$ cat config.mk
export PLATFORM = sky130hd
export DESIGN_NAME = framed_serial_param_command_parser
export DESIGN_NICKNAME = d
export VERILOG_FILES = /design/src/rtl/fspcp_pkg.sv /design/src/rtl/fspcp_store.sv /design/src/rtl/fspcp_exec.sv /design/src/rtl/fspcp_fmt.sv /design/src/rtl/framed_serial_param_command_parser.sv
export SDC_FILE = /design/constraint.sdc
export NUM_CORES = 1
export LEC_CHECK = 0
export BUFFER_PORTS_ARGS = -buffer_cell sky130_fd_sc_hd__buf_4
export CAP_MARGIN = 30
export CELL_PAD_IN_SITES_DETAIL_PLACEMENT = 1
export CELL_PAD_IN_SITES_GLOBAL_PLACEMENT = 2
export CORE_UTILIZATION = 35
export CTS_CLUSTER_DIAMETER = 50
export DETAILED_ROUTE_END_ITERATION = 10
export PLACE_DENSITY = 0.63
export SLEW_MARGIN = 10
export SYNTH_ARGS = -nofsm -noshare
export SYNTH_HDL_FRONTEND = slang
export SYNTH_SLANG_ARGS = --single-unit
export TNS_END_PERCENT = 10
$ cat constraint.sdc
create_clock -name i_clk -period 7 [get_ports i_clk]
set_input_delay 1.4 -clock i_clk [delete_from_list [all_inputs] [get_ports i_clk]]
set_output_delay 1.4 -clock i_clk [all_outputs]
set_load 0.05 [all_outputs]
$ cat src/rtl/fspcp_pkg.sv
// ---------------------------------------------------------------------------
// fspcp_pkg: shared types and constants for the serial command parser
// Beat structs, protocol characters and the decimal weight table.
// ---------------------------------------------------------------------------
`default_nettype none

package fspcp_pkg;

    localparam int VAL_W      = 20;
    localparam int NUM_DIGITS = 6;

    localparam logic [7:0] CH_START = 8'h2B;  // '+'
    localparam logic [7:0] CH_END   = 8'h23;  // '#'
    localparam logic [7:0] CH_GET   = 8'h67;  // 'g'
    localparam logic [7:0] CH_SET   = 8'h73;  // 's'
    localparam logic [7:0] CH_REPLY = 8'h70;  // 'p'
    localparam logic [7:0] CH_A     = 8'h61;  // 'a'
    localparam logic [7:0] CH_ZERO  = 8'h30;  // '0'
    localparam logic [7:0] CH_NINE  = 8'h39;  // '9'

    localparam logic [VAL_W-1:0] MOD_LIMIT = 20'd1000000;

    typedef struct packed {
        logic             byte_valid;
        logic [7:0]       rx_byte;
        logic [VAL_W-1:0] live_rate;
    } t_in_beat;

    typedef struct packed {
        logic [7:0] tx_byte;
        logic       last;
    } t_out_beat;

    // frame parser -> command executor
    typedef struct packed {
        logic             start;
        logic             len_get;   // frame held exactly two bytes
        logic             len_set;   // frame held exactly eight bytes
        logic [VAL_W-1:0] rate;
    } t_exec_req;

    // command executor -> reply formatter
    typedef struct packed {
        logic             start;
        logic [7:0]       id;
        logic [VAL_W-1:0] value;
    } t_reply;

    function automatic logic [VAL_W-1:0] dec_weight(input logic [2:0] pos);
        logic [VAL_W-1:0] w;
        case (pos)
            3'd0:    w = 20'd100000;
            3'd1:    w = 20'd10000;
            3'd2:    w = 20'd1000;
            3'd3:    w = 20'd100;
            3'd4:    w = 20'd10;
            default: w = 20'd1;
        endcase
        return w;
    endfunction

endpackage

`default_nettype wire

$ cat src/rtl/fspcp_store.sv
// ---------------------------------------------------------------------------
// fspcp_store: frame byte memory
// One write port, one read port with registered read data.
// ---------------------------------------------------------------------------
`default_nettype none

module fspcp_store #(
    parameter int DEPTH = 16,
    parameter int AW    = $clog2(DEPTH)
) (
    input  wire logic          i_clk,
    input  wire logic          i_wr_en,
    input  wire logic [AW-1:0] i_wr_addr,
    input  wire logic [7:0]    i_wr_data,
    input  wire logic          i_rd_en,
    input  wire logic [AW-1:0] i_rd_addr,
    output logic      [7:0]    o_rd_data
);

    logic [7:0] r_mem [DEPTH];
    logic [7:0] r_rd_data;

    always_ff @(posedge i_clk) begin
        if (i_wr_en) begin
            r_mem[i_wr_addr] <= i_wr_data;
        end
        if (i_rd_en) begin
            r_rd_data <= r_mem[i_rd_addr];
        end
    end

    assign o_rd_data = r_rd_data;

endmodule

`default_nettype wire

$ cat src/rtl/fspcp_exec.sv
// ---------------------------------------------------------------------------
// fspcp_exec: command executor
// Walks the stored frame, parses id and value, reads or updates the
// parameter table and hands a reply request to the formatter.
// ---------------------------------------------------------------------------
`default_nettype none

module fspcp_exec #(
    parameter int FRAME_DEPTH = 16,
    parameter int NUM_PARAMS  = 16,
    parameter int AW          = $clog2(FRAME_DEPTH)
) (
    input  wire logic                 i_clk,
    input  wire logic                 i_rst_n,
    input  wire fspcp_pkg::t_exec_req i_req,
    output logic                      o_busy,
    output logic                      o_rd_en,
    output logic [AW-1:0]             o_rd_addr,
    input  wire logic [7:0]           i_rd_data,
    output fspcp_pkg::t_reply         o_reply
);

    localparam int IDX_W = (NUM_PARAMS > 1) ? $clog2(NUM_PARAMS) : 1;
    localparam logic [7:0] ID_RT = 8'(fspcp_pkg::CH_A + NUM_PARAMS);

    // step s reads frame byte s (s < 8); its data shows up at step s+1
    localparam logic [3:0] STEP_CMD   = 4'd1;
    localparam logic [3:0] STEP_ID    = 4'd2;
    localparam logic [3:0] STEP_D0    = 4'd3;
    localparam logic [3:0] STEP_D5    = 4'd8;
    localparam logic [3:0] STEP_TAB   = 4'd9;
    localparam logic [3:0] STEP_DONE  = 4'd10;
    localparam logic [3:0] STEP_NRD   = 4'd8;

    logic                         r_busy;
    logic [3:0]                   r_step;
    logic                         r_len_get;
    logic                         r_len_set;
    logic [fspcp_pkg::VAL_W-1:0]  r_rate;
    logic [7:0]                   r_cmd;
    logic [7:0]                   r_id;
    logic [fspcp_pkg::VAL_W-1:0]  r_val;
    logic [fspcp_pkg::VAL_W-1:0]  r_tab [NUM_PARAMS];
    logic [fspcp_pkg::VAL_W-1:0]  r_tab_q;
    logic                         r_tab_hit;
    logic [NUM_PARAMS-1:0]        r_tvalid;
    fspcp_pkg::t_reply            r_reply;

    logic [IDX_W-1:0]             idx;
    logic [3:0]                   digit;
    logic                         is_tab;
    logic                         is_rt;
    logic                         do_get;
    logic                         do_set;
    logic                         fin;
    logic                         tab_we;

    assign idx    = IDX_W'(r_id - fspcp_pkg::CH_A);
    assign digit  = (i_rd_data >= fspcp_pkg::CH_ZERO && i_rd_data <= fspcp_pkg::CH_NINE)
                  ? 4'(i_rd_data - fspcp_pkg::CH_ZERO) : 4'd0;
    assign is_tab = (r_id >= fspcp_pkg::CH_A) && (r_id < ID_RT);
    assign is_rt  = (r_id == ID_RT);
    assign do_get = (r_cmd == fspcp_pkg::CH_GET) && r_len_get && (is_tab || is_rt);
    assign do_set = (r_cmd == fspcp_pkg::CH_SET) && r_len_set && is_tab;
    assign fin    = r_busy && (r_step == STEP_DONE);
    assign tab_we = fin && do_set;

    // still busy in the hand-off cycle, before the formatter shows busy
    assign o_busy    = r_busy || r_reply.start;
    assign o_rd_en   = r_busy && (r_step < STEP_NRD);
    assign o_rd_addr = AW'(r_step[2:0]);
    assign o_reply   = r_reply;

    always_ff @(posedge i_clk) begin
        if (!i_rst_n) begin
            r_busy        <= 1'b0;
            r_step        <= '0;
            r_reply.start <= 1'b0;
            r_tvalid      <= '0;
        end else begin
            r_reply.start <= fin && (do_get || do_set);
            if (i_req.start) begin
                r_busy <= 1'b1;
                r_step <= '0;
            end else if (r_busy) begin
                r_step <= r_step + 4'd1;
                if (fin) begin
                    r_busy <= 1'b0;
                end
            end
            if (tab_we) begin
                r_tvalid[idx] <= 1'b1;
            end
            if (fin) begin
                r_reply.id <= (do_get && is_rt) ? fspcp_pkg::CH_A : r_id;
                if (do_set) begin
                    r_reply.value <= r_val;
                end else if (is_rt) begin
                    r_reply.value <= r_rate;
                end else begin
                    r_reply.value <= r_tab_hit ? r_tab_q : '0;
                end
            end
        end
    end

    always_ff @(posedge i_clk) begin
        if (i_req.start) begin
            r_len_get <= i_req.len_get;
            r_len_set <= i_req.len_set;
            r_rate    <= i_req.rate;
            r_val     <= '0;
        end else if (r_busy) begin
            if (r_step == STEP_CMD) begin
                r_cmd <= i_rd_data;
            end
            if (r_step == STEP_ID) begin
                r_id <= i_rd_data;
            end
            if (r_step >= STEP_D0 && r_step <= STEP_D5) begin
                r_val <= (r_val << 3) + (r_val << 1) + fspcp_pkg::VAL_W'(digit);
            end
        end
    end

    // parameter table; entries never written read as zero via r_tvalid
    always_ff @(posedge i_clk) begin
        if (tab_we) begin
            r_tab[idx] <= r_val;
        end
        if (r_busy && r_step == STEP_TAB) begin
            r_tab_q   <= r_tab[idx];
            r_tab_hit <= r_tvalid[idx];
        end
    end

endmodule

`default_nettype wire

$ cat src/rtl/fspcp_fmt.sv
// ---------------------------------------------------------------------------
// fspcp_fmt: reply formatter
// Converts the value to six decimal digits by restoring subtraction, one
// compare-subtract per cycle, then streams the ten-byte reply.
// ---------------------------------------------------------------------------
`default_nettype none

module fspcp_fmt (
    input  wire logic              i_clk,
    input  wire logic              i_rst_n,
    input  wire fspcp_pkg::t_reply i_reply,
    output logic                   o_busy,
    output logic                   o_valid,
    input  wire logic              i_ready,
    output fspcp_pkg::t_out_beat   o_data
);

    typedef enum logic [1:0] {
        F_IDLE,
        F_CONV,
        F_SEND
    } t_fstate;

    localparam logic [3:0] BEAT_START = 4'd0;
    localparam logic [3:0] BEAT_TAG   = 4'd1;
    localparam logic [3:0] BEAT_ID    = 4'd2;
    localparam logic [3:0] BEAT_D0    = 4'd3;
    localparam logic [3:0] BEAT_END   = 4'd9;
    localparam logic [2:0] POS_LAST   = 3'd5;

    t_fstate                      r_state;
    logic [fspcp_pkg::VAL_W-1:0]  r_rem;
    logic [7:0]                   r_id;
    logic [2:0]                   r_pos;
    logic [1:0]                   r_bit;
    logic [3:0]                   r_dig [fspcp_pkg::NUM_DIGITS];
    logic [3:0]                   r_idx;
    logic                         r_ovalid;
    fspcp_pkg::t_out_beat         r_odata;

    logic [fspcp_pkg::VAL_W-1:0]  w;
    logic                         ge;
    logic                         can_load;
    logic [2:0]                   dsel;
    logic [7:0]                   beat_byte;
    logic [fspcp_pkg::VAL_W-1:0]  val_mod;

    assign w        = fspcp_pkg::dec_weight(r_pos) << r_bit;
    assign ge       = (r_rem >= w);
    assign can_load = !r_ovalid || i_ready;
    assign dsel     = 3'(r_idx - BEAT_D0);
    assign val_mod  = (i_reply.value >= fspcp_pkg::MOD_LIMIT)
                    ? i_reply.value - fspcp_pkg::MOD_LIMIT : i_reply.value;

    always_comb begin
        case (r_idx)
            BEAT_START: beat_byte = fspcp_pkg::CH_START;
            BEAT_TAG:   beat_byte = fspcp_pkg::CH_REPLY;
            BEAT_ID:    beat_byte = r_id;
            BEAT_END:   beat_byte = fspcp_pkg::CH_END;
            default:    beat_byte = fspcp_pkg::CH_ZERO + 8'(r_dig[dsel]);
        endcase
    end

    always_ff @(posedge i_clk) begin
        if (!i_rst_n) begin
            r_state  <= F_IDLE;
            r_ovalid <= 1'b0;
        end else begin
            case (r_state)
                F_IDLE: begin
                    if (i_reply.start) begin
                        r_rem   <= val_mod;
                        r_id    <= i_reply.id;
                        r_pos   <= '0;
                        r_bit   <= 2'd3;
                        r_state <= F_CONV;
                    end
                end
                F_CONV: begin
                    r_dig[r_pos][r_bit] <= ge;
                    if (ge) begin
                        r_rem <= r_rem - w;
                    end
                    r_bit <= r_bit - 2'd1;
                    if (r_bit == 2'd0) begin
                        r_pos <= r_pos + 3'd1;
                        if (r_pos == POS_LAST) begin
                            r_idx   <= BEAT_START;
                            r_state <= F_SEND;
                        end
                    end
                end
                F_SEND: begin
                    if (can_load) begin
                        r_idx <= r_idx + 4'd1;
                        if (r_idx == BEAT_END) begin
                            r_state <= F_IDLE;
                        end
                    end
                end
                default: begin
                    r_state <= F_IDLE;
                end
            endcase
            if (r_state == F_SEND && can_load) begin
                r_ovalid        <= 1'b1;
                r_odata.tx_byte <= beat_byte;
                r_odata.last    <= (r_idx == BEAT_END);
            end else if (r_ovalid && i_ready) begin
                r_ovalid <= 1'b0;
            end
        end
    end

    assign o_busy  = (r_state != F_IDLE) || r_ovalid;
    assign o_valid = r_ovalid;
    assign o_data  = r_odata;

endmodule

`default_nettype wire

$ cat src/rtl/framed_serial_param_command_parser.sv
// ---------------------------------------------------------------------------
// framed_serial_param_command_parser: framed get/set parameter commands
// Collects '+'...'#' frames into a byte memory, runs 'g'/'s' commands
// against a parameter table and streams ten-byte replies.
//
//   Channel | Dir | Handshake             | Beat
//   --------+-----+-----------------------+-----------------------------------
//   in      | in  | i_in_valid/o_in_ready | one poll: byte_valid, rx_byte, rate
//   out     | out | o_out_valid/i_out_ready| one reply byte, last on '#'
//
// Polls are taken one per cycle while o_in_ready is high. A closing '#' of
// a non-empty frame starts the executor, which walks the frame memory and
// the table port; after the hand-off the formatter converts the value to
// digits (one compare-subtract per cycle), loads the output register and
// sends ten reply beats. Such a '#' is held off while the executor or the
// reply path is still busy; all other polls pass. Reset is synchronous;
// table valid bits clear at once, so no clearing pass follows reset.
// ---------------------------------------------------------------------------
`default_nettype none

module framed_serial_param_command_parser #(
    parameter int FRAME_DEPTH = 16,
    parameter int NUM_PARAMS  = 16
) (
    input  wire logic                 i_clk,
    input  wire logic                 i_rst_n,
    input  wire logic                 i_in_valid,
    output logic                      o_in_ready,
    input  wire fspcp_pkg::t_in_beat  i_in_data,
    output logic                      o_out_valid,
    input  wire logic                 i_out_ready,
    output fspcp_pkg::t_out_beat      o_out_data
);

    localparam int AW = $clog2(FRAME_DEPTH);
    localparam int FW = $clog2(FRAME_DEPTH + 1);

    typedef enum logic [1:0] {
        MODE_RESET,
        MODE_WAIT_START,
        MODE_WAIT_END
    } t_mode;

    t_mode                 r_mode;
    logic [FW-1:0]         r_fill;

    logic                  in_fire;
    logic                  is_end;
    logic                  trig;
    logic                  st_wr;
    logic                  exec_busy;
    logic                  fmt_busy;
    logic                  rd_en;
    logic [AW-1:0]         rd_addr;
    logic [7:0]            rd_data;
    fspcp_pkg::t_exec_req  exec_req;
    fspcp_pkg::t_reply     reply;

    assign is_end  = i_in_data.byte_valid && (i_in_data.rx_byte == fspcp_pkg::CH_END);
    assign trig    = (r_mode == MODE_WAIT_END) && is_end && (r_fill != '0);
    assign o_in_ready = !(i_in_valid && trig && (exec_busy || fmt_busy));
    assign in_fire = i_in_valid && o_in_ready;
    assign st_wr   = in_fire && (r_mode == MODE_WAIT_END) && i_in_data.byte_valid
                  && !is_end && (r_fill < FW'(FRAME_DEPTH));

    assign exec_req.start   = in_fire && trig;
    assign exec_req.len_get = (r_fill == FW'(2));
    assign exec_req.len_set = (r_fill == FW'(8));
    assign exec_req.rate    = i_in_data.live_rate;

    always_ff @(posedge i_clk) begin
        if (!i_rst_n) begin
            r_mode <= MODE_RESET;
            r_fill <= '0;
        end else if (in_fire) begin
            case (r_mode)
                MODE_RESET: begin
                    r_fill <= '0;
                    r_mode <= MODE_WAIT_START;
                end
                MODE_WAIT_START: begin
                    if (i_in_data.byte_valid && i_in_data.rx_byte == fspcp_pkg::CH_START) begin
                        r_mode <= MODE_WAIT_END;
                    end
                end
                MODE_WAIT_END: begin
                    if (i_in_data.byte_valid) begin
                        if (is_end) begin
                            r_mode <= MODE_RESET;
                        end else if (st_wr) begin
                            r_fill <= r_fill + FW'(1);
                        end else begin
                            // store full: drop the frame
                            r_mode <= MODE_RESET;
                        end
                    end
                end
                default: begin
                    r_mode <= MODE_RESET;
                end
            endcase
        end
    end

    fspcp_store #(
        .DEPTH (FRAME_DEPTH),
        .AW    (AW)
    ) u_store (
        .i_clk     (i_clk),
        .i_wr_en   (st_wr),
        .i_wr_addr (AW'(r_fill)),
        .i_wr_data (i_in_data.rx_byte),
        .i_rd_en   (rd_en),
        .i_rd_addr (rd_addr),
        .o_rd_data (rd_data)
    );

    fspcp_exec #(
        .FRAME_DEPTH (FRAME_DEPTH),
        .NUM_PARAMS  (NUM_PARAMS),
        .AW          (AW)
    ) u_exec (
        .i_clk     (i_clk),
        .i_rst_n   (i_rst_n),
        .i_req     (exec_req),
        .o_busy    (exec_busy),
        .o_rd_en   (rd_en),
        .o_rd_addr (rd_addr),
        .i_rd_data (rd_data),
        .o_reply   (reply)
    );

    fspcp_fmt u_fmt (
        .i_clk   (i_clk),
        .i_rst_n (i_rst_n),
        .i_reply (reply),
        .o_busy  (fmt_busy),
        .o_valid (o_out_valid),
        .i_ready (i_out_ready),
        .o_data  (o_out_data)
    );

`ifndef SYNTH
    a_fill_bound: assert property (@(posedge i_clk) disable iff (!i_rst_n)
        r_fill <= FW'(FRAME_DEPTH))
        else $error("fill count past frame depth");

    a_start_idle: assert property (@(posedge i_clk) disable iff (!i_rst_n)
        exec_req.start |-> (!exec_busy && !fmt_busy))
        else $error("command started while executor or reply path busy");

    a_wait_empty: assert property (@(posedge i_clk) disable iff (!i_rst_n)
        (r_mode == MODE_WAIT_START) |-> (r_fill == '0))
        else $error("fill count not cleared before frame start");

    a_reply_idle: assert property (@(posedge i_clk) disable iff (!i_rst_n)
        reply.start |-> !fmt_busy)
        else $error("reply handed over while formatter busy");
`endif

endmodule

`default_nettype wire

==> impl_metrics.tcl <==
set metrics [dict create \
    outcome "complete, but fails checks" \
    violations "DRC" \
    p_leak_uw 0.01114 \
    cts_buffers 82 \
    hold_viol 0 \
    ir_drop_mv 0.1938 \
    cts_tree "done" \
    yosysWarnings 0 \
    antenna_found_initial 1 \
    crit_path_top_delay_cell "edfxtp_1" \
    worst_setup_hold_path_clk_slew_ns 0.05 \
    grt_remaining_overflow 0 \
    ys_types 70 \
    place_hpwl_um 40890 \
    dieArea_mm2 0.07535 \
    max_freq_mhz 204.4 \
    finalWeightedCongestion 0.7993 \
    worst-setup-path-type "register to register" \
    firstDrtPassIters 8 \
    end_kind "register" \
    std_cell_rows 99 \
    wirelength_um 65000 \
    setup_viol 0 \
    switchingPower_uw 1695 \
    cp-start-kind "register" \
    critPathMostFrequentCell "nor2_1" \
    async_flop_share_pct 0 \
    pwr-share-comb_pct 0.4 \
    synth_area_leaders "edfxtp_1 63%, mux4_2 11%, dfxtp_1 4.0%" \
    cts_resized 0 \
    wl_per_cell_um 23.55 \
    hold_class "register to register" \
    clock_tree.buffer_depth 3 \
    nFillCells 7203 \
    register_area_mm2 0.01753 \
    cp.arrival_ns 5.19 \
    clock_skew_ns 0.02355 \
    swShare_pct 20.54 \
    crit_fanout 15 \
    core_area_mm2 0.07321 \
    grt_pass1_wl_um 99500 \
    yosysMostFrequentCell "edfxtp_1" \
    ant_nets 0 \
    dp.cells 2607 \
    num_vias 14580 \
    vias_per_cell 5.282 \
    p_int_uw 6557 \
    fin_crit_ns 4.893 \
    grt_max_degree 58 \
    netlist_instances 1647 \
    drv_cap 0 \
    clk_latency_ns 0.62 \
    synth-adder-area-share_pct 4.131 \
    stdcell_count 2760 \
    clock-root-buffer "clkbuf_16" \
    synth_common_cells "549 x edfxtp_1, 125 x mux4_2, 124 x nor2_1" \
    cts_setup_buffers 0 \
    drive_above_1_share_pct 20.61 \
    crit_path_cell_trace "clkinv_1 -> ha_1 -> nor3_1 -> nor2_1 -> nor2_1 -> mux2i_1 -> nor2_1 -> a31oi_1 -> ha_1 -> nor2b_1 -> o31a_1 -> o21ai_1 -> a211oi_1 -> nor2_1 -> a211o_1 -> a31oi_2 -> buf_4" \
    cts_sinks 601 \
    timing.setup.tns_ns 0 \
    tightest_slew_ns 0.9748 \
    slew_headroom_pct 35.02 \
    multi_input_area_mm2 0.008114 \
    clockPowerShare_pct 52.8 \
    die_h_um 274.5 \
    synth_top_family_by_area "multiplexers" \
    nets 1849 \
    yosysTopAreaCell "edfxtp_1" \
    avgSynthCellArea_um2 15.78 \
    h-tree-depth 3 \
    synth_top_area_share_pct 63.43 \
    syn_nets 1764 \
    rsz0062_at_grt "no" \
    ctsHoldBuffers 0 \
    ys_seq_area_share_pct 67.44 \
    ys.flop_type "edfxtp_1" \
    worstPathRequired_ns 7.29 \
    synth-xor-area-share_pct 1.449 \
    period_share_pct 69.90 \
    synth_compound_area_share_pct 5.835 \
    worst_path_largest_cell_delay_ns 0.48 \
    die_w_um 274.5 \
    io_buffer_count 43 \
    start_util_pct 35.50 \
    drc 4 \
    synth_mux_area_share_pct 11.80 \
    ys_ff_latch 601 \
    syn_to_final_growth_pct 17.24 \
    synth-simple-area-share_pct 7.698 \
    drt_iter0_markers 944 \
    power.density_mw_per_mm2 270.8 \
    syn_area_mm2 0.02599 \
    drv_slew 0 \
    ios 44 \
    grt.total_usage_pct 17.73 \
    pwr-share-seq_pct 46.9 \
    synth_enable_flop_cells 549 \
    grt_pass1_vias 15660 \
]
-- cells in the final DEF (no fill, tap or decap), drive strengths merged, types with 20 or more instances in the layout --
cell type,count
a21oi,65
a31oi,28
and2,29
buf,77
clkbuf,100
clkinv,20
dfxtp,52
edfxtp,549
ha,81
inv,49
mux4,125
nand2,116
nand3,53
nor2,124
nor3,24
o21a,24
o21ai,41
xnor2,23
xor2,20
-- final cells by class --
class	count	area share, %
Clock inverter	52	2.374
Sequential cell	601	57.53
Timing Repair Buffer	77	1.967
Clock buffer	100	7.125
Multi-Input combinational cell	935	26.63
Inverter	35	0.4312
Antenna cell	1	0.008213
Tap cell	959	3.938
-- logic make-up after synthesis --
group,Yosys count
fa+ha+maj,84
buf+inv,111
compound gates,237
xor+xnor,43
flops,601
simple gates,422
mux,149
-- metal layers --
layer | share of wire [%] | up-vias | global-route usage, % | routed length (µm)
li1 | - | 6630 | - | -
met1 | 45 | 7630 | 23.42 | 29020
met2 | 50 | 246 | 29.93 | 32280
met3 | 3.9 | 73 | 3.030 | 2512
met4 | 1.8 | 0 | 5.029 | 1180
met5 | 0 | - | 0 | 0
-- path summary, 6_finish.rpt --
| check | from | end | slack (ns) | cells past startpoint |
|---|---|---|---|---|
| setup / recovery | u_fmt.r_pos[1]$_SDFFCE_PN0P_ | u_fmt.r_rem[11]$_DFFE_PP_ | 2.11 | 17 |
| hold / removal | u_exec.o_reply[22]$_SDFFCE_PP0P_ | u_fmt.r_id[2]$_DFFE_PP_ | 0.43 | 0 |
| setup reg to reg | u_fmt.r_pos[1]$_SDFFCE_PN0P_ | u_fmt.r_rem[11]$_DFFE_PP_ | 2.11 | 17 |
| hold reg to reg | u_exec.o_reply[22]$_SDFFCE_PP0P_ | u_fmt.r_id[2]$_DFFE_PP_ | 0.43 | 0 |
-- registers in the layout (all words and copies together) (netlist names), 2 cells and up --
name	flops
u_store.r_mem	64
u_fmt.r_dig	24
r_fill	5
u_fmt.o_data	9
u_fmt.r_idx	4
u_fmt.r_rem	20
u_exec.r_step	4
u_fmt.r_state	2
u_exec.r_rate	20
u_fmt.r_pos	3
u_store.o_rd_data	8
r_mode	2
u_exec.o_reply	29
u_exec.r_id	8
u_exec.r_tvalid	16
u_exec.r_tab	320
u_exec.r_cmd	8
u_exec.r_val	20
u_fmt.r_id	8
u_exec.r_tab_q	20
u_fmt.r_bit	2
-- power by group through the flow --
stage          Clock [µW]  Sequential, µW  Combinational [µW]
3_3_place_gp            0            3940                29.2
6_report             4360            3870                29.7
3_5_place_dp            0            3940                30.5
5_1_grt              4600            3860                32.5
2_1_floorplan           0            3940                6.90
4_1_cts              4460            3870                30.8
-- per-stage QoR --
| stage | hold WS, ns | area [µm²] | util (%) | power (µW) | worst slack [ns] |
|---|---|---|---|---|---|
| floorplan | 0.4003 | 25990 | - | 3948 | 2.471 |
| global placement | 0.4087 | 27530 | 37.60 | 3971 | 2.223 |
| detailed placement | 0.4098 | 27570 | 37.66 | 3972 | 2.116 |
| CTS | 0.4390 | 30470 | 41.62 | 8354 | 2.069 |
| global route | 0.4463 | 30470 | 41.62 | 8497 | 1.618 |
| finish | 0.4300 | 30470 | 41.62 | 8252 | 2.107 |
-- critical path: cells and delay by family (launching register included) --
| kind | cells | cell delay, ns |
|---|---|---|
| flops | 1 | 0.48 |
| buf+inv | 2 | 0.62 |
| fa+ha+maj | 2 | 0.84 |
| simple gates | 6 | 1.02 |
| compound gates | 6 | 1.44 |
| mux | 1 | 0.15 |
No activity file was read; power rests on OpenSTA's default activity.
